## src/design/jjy_pkg.sv

```systemverilog
// Package for the JJY time code frame encoder: transfer payload types,
// pulse-width constants and the decimal digit split used to build the frame.
// No dependencies.
`timescale 1ns / 1ps

package jjy_pkg;

  localparam int unsigned MsWidth = 10;

  localparam logic [MsWidth-1:0] MsMarker = 10'd200;
  localparam logic [MsWidth-1:0] MsOne    = 10'd500;
  localparam logic [MsWidth-1:0] MsZero   = 10'd800;

  // Frame bit positions; second s carries frame bit (59 - s).
  localparam int unsigned FrameBits = 60;
  localparam int unsigned PosMinute = 59 - 8;
  localparam int unsigned PosHour   = 59 - 18;
  localparam int unsigned PosDay    = 59 - 33;
  localparam int unsigned PosYear   = 59 - 48;
  localparam int unsigned PosWday   = 59 - 52;
  localparam int unsigned PosPa1    = 59 - 36;
  localparam int unsigned PosPa2    = 59 - 37;

  typedef struct packed {
    logic [5:0] minute_of_hour;
    logic [4:0] hour_of_day;
    logic [8:0] day_of_year;
    logic [6:0] year_of_century;
    logic [2:0] weekday;
    logic [5:0] second_index;
  } jjy_in_t;

  typedef struct packed {
    logic [MsWidth-1:0] high_ms;
    logic               is_marker;
    logic               code_bit;
  } jjy_out_t;

  // Padded BCD of a value below 512: hundreds in [12:10], tens in [8:5],
  // ones in [3:0], zero bits between the groups. The quotients come from
  // reciprocal multiplies that are exact over this input range.
  function automatic logic [12:0] pad_bcd(input logic [8:0] v);
    logic [16:0] p10;
    logic [14:0] p100;
    logic [5:0]  q;
    logic [2:0]  h;
    logic [3:0]  ones;
    logic [3:0]  tens;
    p10  = 17'(v) * 17'd205;
    p100 = 15'(v) * 15'd41;
    q    = p10[16:11];
    h    = p100[14:12];
    // The digits are below ten, so four result bits of each subtraction suffice.
    ones = v[3:0] - ({q[0], 3'b000} + {q[2:0], 1'b0});
    tens = q[3:0] - ({h[0], 3'b000} + {h[2:0], 1'b0});
    return {h, 1'b0, tens, 1'b0, ones};
  endfunction

endpackage

```

## src/design/jjy_time_code_frame_encoder.sv

```systemverilog
// JJY time code frame encoder, top level.
// Depends on jjy_pkg for payload types, constants and the BCD digit split.
`timescale 1ns / 1ps

// The encoder takes one broken-down time and second index per transfer and
// returns the high-carrier duration for that second of the JJY minute frame.
// It accepts one item every clock cycle unless in_stall_o is high; a result
// passes through two registers, the input register and the result register,
// with the whole frame built by the logic between the two. Stall on the
// output side holds the result register and is passed back to the input as
// soon as both registers are full. Markers are second 0, seconds ending in 9
// and seconds above 59; service announcement bits are always zero.
module jjy_time_code_frame_encoder
  import jjy_pkg::*;
(
  input  logic     clk_i,
  input  logic     rst_ni,
  input  logic     in_valid_i,
  output logic     in_stall_o,
  input  jjy_in_t  in_data_i,
  output logic     out_valid_o,
  input  logic     out_stall_i,
  output jjy_out_t out_data_o
);

  logic     in_valid_q, in_valid_d;
  jjy_in_t  in_data_q;
  logic     out_valid_q, out_valid_d;
  jjy_out_t out_data_q, out_data_d;

  logic out_free;
  logic in_take;

  logic [12:0] pad_min;
  logic [12:0] pad_hour;
  logic [12:0] pad_day;
  logic [12:0] pad_year;
  logic [6:0]  year_mod;
  logic [63:0] frame;
  logic [5:0]  bit_idx;
  logic        marker;
  logic        frame_bit;

  // Handshake and pipeline control.
  assign out_free   = !out_valid_q || !out_stall_i;
  assign in_stall_o = in_valid_q && !out_free;
  assign in_take    = in_valid_i && !in_stall_o;

  always_comb begin
    in_valid_d  = in_stall_o ? in_valid_q : in_valid_i;
    out_valid_d = out_free ? in_valid_q : out_valid_q;
  end

  always_ff @(posedge clk_i or negedge rst_ni) begin
    if (!rst_ni) begin
      in_valid_q  <= 1'b0;
      out_valid_q <= 1'b0;
    end else begin
      in_valid_q  <= in_valid_d;
      out_valid_q <= out_valid_d;
    end
  end

  always_ff @(posedge clk_i) begin
    if (in_take) begin
      in_data_q <= in_data_i;
    end
    if (out_free && in_valid_q) begin
      out_data_q <= out_data_d;
    end
  end

  // Frame construction from the registered item.
  always_comb begin
    year_mod = (in_data_q.year_of_century >= 7'd100) ?
               (in_data_q.year_of_century - 7'd100) : in_data_q.year_of_century;
    pad_min  = pad_bcd({3'b000, in_data_q.minute_of_hour});
    pad_hour = pad_bcd({4'b0000, in_data_q.hour_of_day});
    pad_day  = pad_bcd(in_data_q.day_of_year);
    pad_year = pad_bcd({2'b00, year_mod});

    frame = '0;
    frame[PosMinute +: 8] = pad_min[7:0];
    frame[PosHour +: 7]   = pad_hour[6:0];
    frame[PosDay +: 13]   = pad_day;
    frame[PosYear +: 8]   = {pad_year[8:5], pad_year[3:0]};
    frame[PosWday +: 3]   = in_data_q.weekday;
    frame[PosPa1]         = ^pad_hour[6:0];
    frame[PosPa2]         = ^pad_min[7:0];

    marker = (in_data_q.second_index == 6'd0)  || (in_data_q.second_index == 6'd9)  ||
             (in_data_q.second_index == 6'd19) || (in_data_q.second_index == 6'd29) ||
             (in_data_q.second_index == 6'd39) || (in_data_q.second_index == 6'd49) ||
             (in_data_q.second_index >= 6'd59);

    // For seconds above 59 the index wraps into the zero padding of the frame.
    bit_idx   = 6'(FrameBits - 1) - in_data_q.second_index;
    frame_bit = frame[bit_idx] && !marker;

    out_data_d.is_marker = marker;
    out_data_d.code_bit  = frame_bit;
    out_data_d.high_ms   = marker ? MsMarker : (frame_bit ? MsOne : MsZero);
  end

  assign out_valid_o = out_valid_q;
  assign out_data_o  = out_data_q;

`ifndef ASSERT_OFF
  a_marker_shape: assert property (@(posedge clk_i) disable iff (!rst_ni)
    out_valid_o && out_data_o.is_marker |->
      out_data_o.high_ms == MsMarker && !out_data_o.code_bit)
    else $error("marker result with wrong duration or bit");

  a_data_shape: assert property (@(posedge clk_i) disable iff (!rst_ni)
    out_valid_o && !out_data_o.is_marker |->
      out_data_o.high_ms == (out_data_o.code_bit ? MsOne : MsZero))
    else $error("data bit duration does not match code bit");

  a_stage_moves: assert property (@(posedge clk_i) disable iff (!rst_ni)
    in_valid_q && out_free |=> out_valid_q)
    else $error("registered item did not reach the result register");

  a_stall_cause: assert property (@(posedge clk_i) disable iff (!rst_ni)
    in_stall_o |-> in_valid_q && out_valid_q && out_stall_i)
    else $error("input stalled while the pipeline can move");
`endif

endmodule
```

## config.mk

```make
export PLATFORM = sky130hd
export DESIGN_NAME = jjy_time_code_frame_encoder
export DESIGN_NICKNAME = d
export VERILOG_FILES = /design/src/design/jjy_pkg.sv /design/src/design/jjy_time_code_frame_encoder.sv
export SDC_FILE = /design/constraint.sdc
export NUM_CORES = 1
export LEC_CHECK = 0
export ABC_CLOCK_PERIOD_IN_PS = 11010
export BUFFER_PORTS_ARGS = -buffer_cell sky130_fd_sc_hd__buf_2
export CORE_MARGIN = 2
export CORE_UTILIZATION = 49
export DETAILED_ROUTE_END_ITERATION = 10
export GPL_ROUTABILITY_DRIVEN = 1
export PLACE_DENSITY = 0.67
export SYNTH_ARGS = -nofsm -noshare
export SYNTH_HDL_FRONTEND = slang
export SYNTH_SLANG_ARGS = --single-unit
export TNS_END_PERCENT = 50
```

## constraint.sdc

```tcl
create_clock -name clk_i -period 11.01 [get_ports clk_i]
set_input_delay 2.7525 -clock clk_i [delete_from_list [all_inputs] [get_ports clk_i]]
set_output_delay 2.7525 -clock clk_i [all_outputs]
set_load 0.05 [all_outputs]
```

# After elaboration in Yosys (flattened, before gate mapping)
# Index checks and enable logic that the tools add are counted.
[totals] register_bits=50 in_bits=40 elab_cells=62
[op_classes] addsub=14 n_mul=6 n_lt_le_gt_ge=3 n_eq_ne=5 mux=4 reduce_logical=19
[op_table] op="4-bit subtractor" count=6
[op_table] op="4-bit adder" count=4
[op_table] op="7-bit by 8-bit multiplier with 15-bit output (second input constant)" count=1
[op_table] op="9-bit by 6-bit multiplier with 15-bit output (second input constant)" count=1
[op_table] op="9-bit by 8-bit multiplier with 15-bit output (second input constant)" count=1
[op_table] op="6-bit by 8-bit multiplier with 14-bit output (second input constant)" count=1
[op_table] op="5-bit by 8-bit multiplier with 13-bit output (second input constant)" count=1
[op_table] op="7-bit by 6-bit multiplier with 13-bit output (second input constant)" count=1
[op_table] op="6-bit by 5-bit equality test with 1-bit output (second input constant)" count=2
[op_table] op="6-bit equality test (second input constant)" count=2
[op_table] op="10-bit 2-to-1 mux" count=1
[op_table] op="8-bit parity" count=1
[op_table] op="7-bit >= comparator (second input constant)" count=1
[op_table] op="1-bit logical OR" count=7
[op_table] op="6-bit by 7-bit < comparator with 1-bit output (second input constant)" count=1
[op_table] op="7-bit 2-to-1 mux" count=1
[op_table] op="7-bit parity" count=1
[op_table] op="7-bit subtractor (second input constant)" count=1
[op_table] op="1-bit binary-select mux with 6-bit select" count=1
[op_table] op="6-bit by 4-bit equality test with 1-bit output (second input constant)" count=1
[op_table] op="6-bit >= comparator (second input constant)" count=1
[op_table] op="6-bit logical NOT" count=1
[op_table] op="6-bit subtractor (first input constant)" count=1
[op_table] op="1-bit logical NOT" count=5
[op_table] op="4 further kinds" count=7

# Depth between registers and ports, before layout
[depth] depth_word=10 depth_mapped=29 depth_no_buf=29

# Least setup slack after synthesis
# OpenSTA, ideal clock, no wires.
[synth_path] path_type="reg2reg" start="register in_data_q[9] (netlist name)" end="register out_data_q (netlist bit out_data_o[11]) (data pin)" arrival_ns=5.778 t_required_ns=10.756 slack_ns=4.978 path_stages_with_launch=30 n_path_buf=0 path_cell_list="edfxtp_1 inv_1 ha_1 nand2_1 nand2b_1 nand2_1 o21ai_0 inv_1 ha_1 inv_1 fa_1 inv_1 fa_1 ha_1 ha_1 a21oi_1 o21ai_1 a211oi_2 xnor2_1 inv_1 ha_1 xor2_1 nor3_1 a21oi_1 nand2_1 o21ai_0 o2111ai_1 o2111a_1 a311o_1 o21a_1"
[synth_between] elab_chain_len=9 elab_cells_between_ends=13 classes_between="add/sub (5); mul (2); order compare (1); mux (4); reduce/logical (1)"
[synth_lines] item="start, declared" line_no="jjy_time_code_frame_encoder.sv:27" text="jjy_in_t in_data_q;"
[synth_lines] item="start signal, assigned" line_no="jjy_time_code_frame_encoder.sv:66" text="in_data_q <= in_data_i;"
[synth_lines] item="7-bit subtractor / 7-bit >= comparator (equally long branches)" line_no="jjy_time_code_frame_encoder.sv:76, jjy_time_code_frame_encoder.sv:75"
[synth_lines] item="7-bit 2-to-1 mux *" line_no="jjy_time_code_frame_encoder.sv:75" text="year_mod = (in_data_q.year_of_century >= 7'd100) ?"
[synth_lines] item="7-bit by 8-bit multiplier with 15-bit output / 7-bit by 6-bit multiplier with 13-bit output (equally long branches)" line_no="jjy_pkg.sv:49, jjy_pkg.sv:50"
[synth_lines] item="4-bit adder / 4-bit by 2-bit adder with 4-bit output (equally long branches)" line_no="jjy_pkg.sv:54, jjy_pkg.sv:55"
[synth_lines] item="4-bit subtractor, on equally long branches" line_no="jjy_pkg.sv:54, jjy_pkg.sv:55"
[synth_lines] item="1-bit binary-select mux with 6-bit select *" line_no="jjy_time_code_frame_encoder.sv:98" text="frame_bit = frame[bit_idx] && !marker;"
[synth_lines] item="1-bit 2-to-1 mux (not written as such) *" line_no="jjy_time_code_frame_encoder.sv:98"
[synth_lines] item="1-bit logical AND *" line_no="jjy_time_code_frame_encoder.sv:98"
[synth_lines] item="10-bit 2-to-1 mux *" line_no="jjy_time_code_frame_encoder.sv:102" text="out_data_d.high_ms = marker ? MsMarker : (frame_bit ? MsOne : MsZero);"
[synth_lines] item="end signal, assigned" line_no="jjy_time_code_frame_encoder.sv:69" text="out_data_q <= out_data_d;"
[synth_lines] item="end, declared" line_no="jjy_time_code_frame_encoder.sv:29" text="jjy_out_t out_data_q, out_data_d;"
# Every way passes the cells marked *; elsewhere a longest branch is shown, timed or not. The select of a mux whose other input is x is not followed.
# A chain may end at the register's enable or synchronous reset.

# Worst setup path in the final report
# Ends and elaborated chain as after synthesis.

==> results.cfg <==
[status]
outcome = completed

[timing]
worst_slack_ns = 4.34
setup_viol = 0
slew_violations = 0
rsz0062_at_grt = false
finalSetupTns_ns = 0
period_needed_ns = 6.67
hold_viol = 0
fmax_mhz = 150
worst-slew-pin-transition_ns = 0.889
skew_ns = 0.00832
hold_slack_ns = 0.491
period_share = 0.606
relSlewSlack = 0.402

[synth]
synth_ff_type = edfxtp_1
postSynthAreaPerCell_um2 = 9.82
yosysWarnings = 0
synth_edf_count = 43
synth_cell_type_count = 68
synth-seq-cells = 45
synthArstFlopShare = 0.0444
synthCells = 719
seq_area_frac_synth = 0.190
netlist_area_um2 = 7060

[place]
dp_cells = 938
hpwlAfterDp_um = 11400
place_ws_ns = 4.30
port_buffers = 51
place_congestion = 0.905

[global_route]
grt_pass1_wl_um = 22900
grt_antenna_before_repair = 0
grt_overflow = 0
first_global_vias = 5116
grt_max_degree = 37
track_usage = 0.185

[cells_and_area]
syn_to_final_growth_pct = 8.23
drive_gt1_frac = 0.104
fin_cells = 946
ff_latch_area_um2 = 1340
final_common_cell = ha_1
multi_input_area_um2 = 5160
final_cell_mix = ha_1 (191), inv_1 (129), buf_2 (51)
nets = 1030
fill_cells = 1291
n_antenna_cell = 0

[min_path]
hp-class = reg -> reg

[clock_tree]
ctsHoldBuffers = 0
htreeDepth = 2
clk_latency_ns = 0.29
cts_buffers = 5
cts_tree = done
clock_sinks = 45
cts_root_buf = clkbuf_16
cts_resized = 0
clkTransAtPathRegs_ns = 0.06
postCtsSetupBuffers = 0
clockBufferDepth = 2

[die]
die_area_um2 = 15400
rows = 43
start_util = 0.505
die_height_um = 124
io_pins = 54
die_x_um = 124
core-area_um2 = 14000

[setup_path]
slowest_delay_ns = 0.48
worstSetupPathType = reg -> reg
critPathLaunchType = register
required_ns = 11.06
cp.arrival_ns = 6.72
critPathMaxFanout = 6
worstSetupEndpointType = register
critPathSlowestCell = edfxtp_1

[route]
finalWirelength_um = 13300
ant_nets = 0
drcViolationCount = 0
vias = 5110
drtIter0Drc = 230
wire_per_inst_um = 14.1
viasPerCell = 5.40
drtPass1Iterations = 7

[job]
maxCapViolCount = 0

[power]
ir_drop_mv = 0.103
p_leak_uw = 0.00389
p_per_area_nw_per_um2 = 156
power_uw = 1190
state kept, by name, indices dropped and copies added, names as in the netlist:
signal,count
in_valid_q,1
out_valid_o,1
out_data_o,7
in_data_q,33
frame,3
worst max-delay path, delay by kind of cell (launching register included):
family | cells | cell delay (ns)
adder cells (fa/ha/maj) | 7 | 2.22
XOR/XNOR | 2 | 0.49
buffers and inverters | 5 | 0.58
AND/OR/NAND/NOR | 5 | 0.38
AO/OA/AOI/OAI | 10 | 2.29
flip-flops | 1 | 0.48
power breakdown:
part           leakage, uW  switching, uW  internal [uW]
clock network    0.0000808           59.5            107
logic              0.00338            437            361
registers         0.000435           18.2            205
path summary, 6_finish.rpt:
check	startpoint	to	slack, ns	cells after the start
worst max register to register	in_data_q[9]	out_data_o[11]	4.34	29
worst min-delay path	in_valid_q	out_valid_o	0.49	1
worst max-delay path	in_data_q[9]	out_data_o[11]	4.34	29
max in group asynchronous	rst_ni	out_valid_o	8.68	1
worst min register to register	in_valid_q	out_valid_o	0.49	1
min in group asynchronous	rst_ni	in_valid_q	2.23	1
cells in the mapped netlist, types with 9 or more instances:
cell type,number,area share
nand2_1,30,0.016
nor2_1,27,0.014
a21oi_1,23,0.016
xor2_1,16,0.020
inv_1,129,0.069
nand3_1,17,0.012
xnor2_1,36,0.045
ha_1,191,0.34
o21ai_0,19,0.013
edfxtp_1,43,0.18
fa_1,34,0.096
nor3_1,9,0.0064
kinds of logic (layout without fill, tap and decap cells):
kind of cell    Yosys count  after routing  synth area share
simple gates            129            129            0.0917
fa+ha+maj               225            225             0.435
flops                    45             45             0.190
xor+xnor                 54             54            0.0700
compound gates          115            115             0.124
buf+inv                 144            190            0.0798
other cells               1              2          0.000531
mux                       6              6           0.00851
routing by layer:
metal	global-route usage	share of wire	vias to the layer above
met5	0	0	-
met4	0.0541	0.019	0
met3	0.0137	0.024	18
met2	0.335	0.50	90
met1	0.237	0.45	2391
li1	-	-	2611
through the flow:
step	cell area (um^2)	utilization
finish	7640	0.546
global route	7640	0.546
CTS	7640	0.546
detailed placement	7470	0.534
global placement	7470	0.534
floorplan	7060	-
final cells by class:
cell class	count	area share
clock buffer	6	0.0169
clock inverter	2	0.00459
inverter	130	0.0639
multi-input combinational	531	0.675
sequential	45	0.176
tap	180	0.0295
timing repair buffer	52	0.0344
No activity file was read; power rests on OpenSTA's default activity.
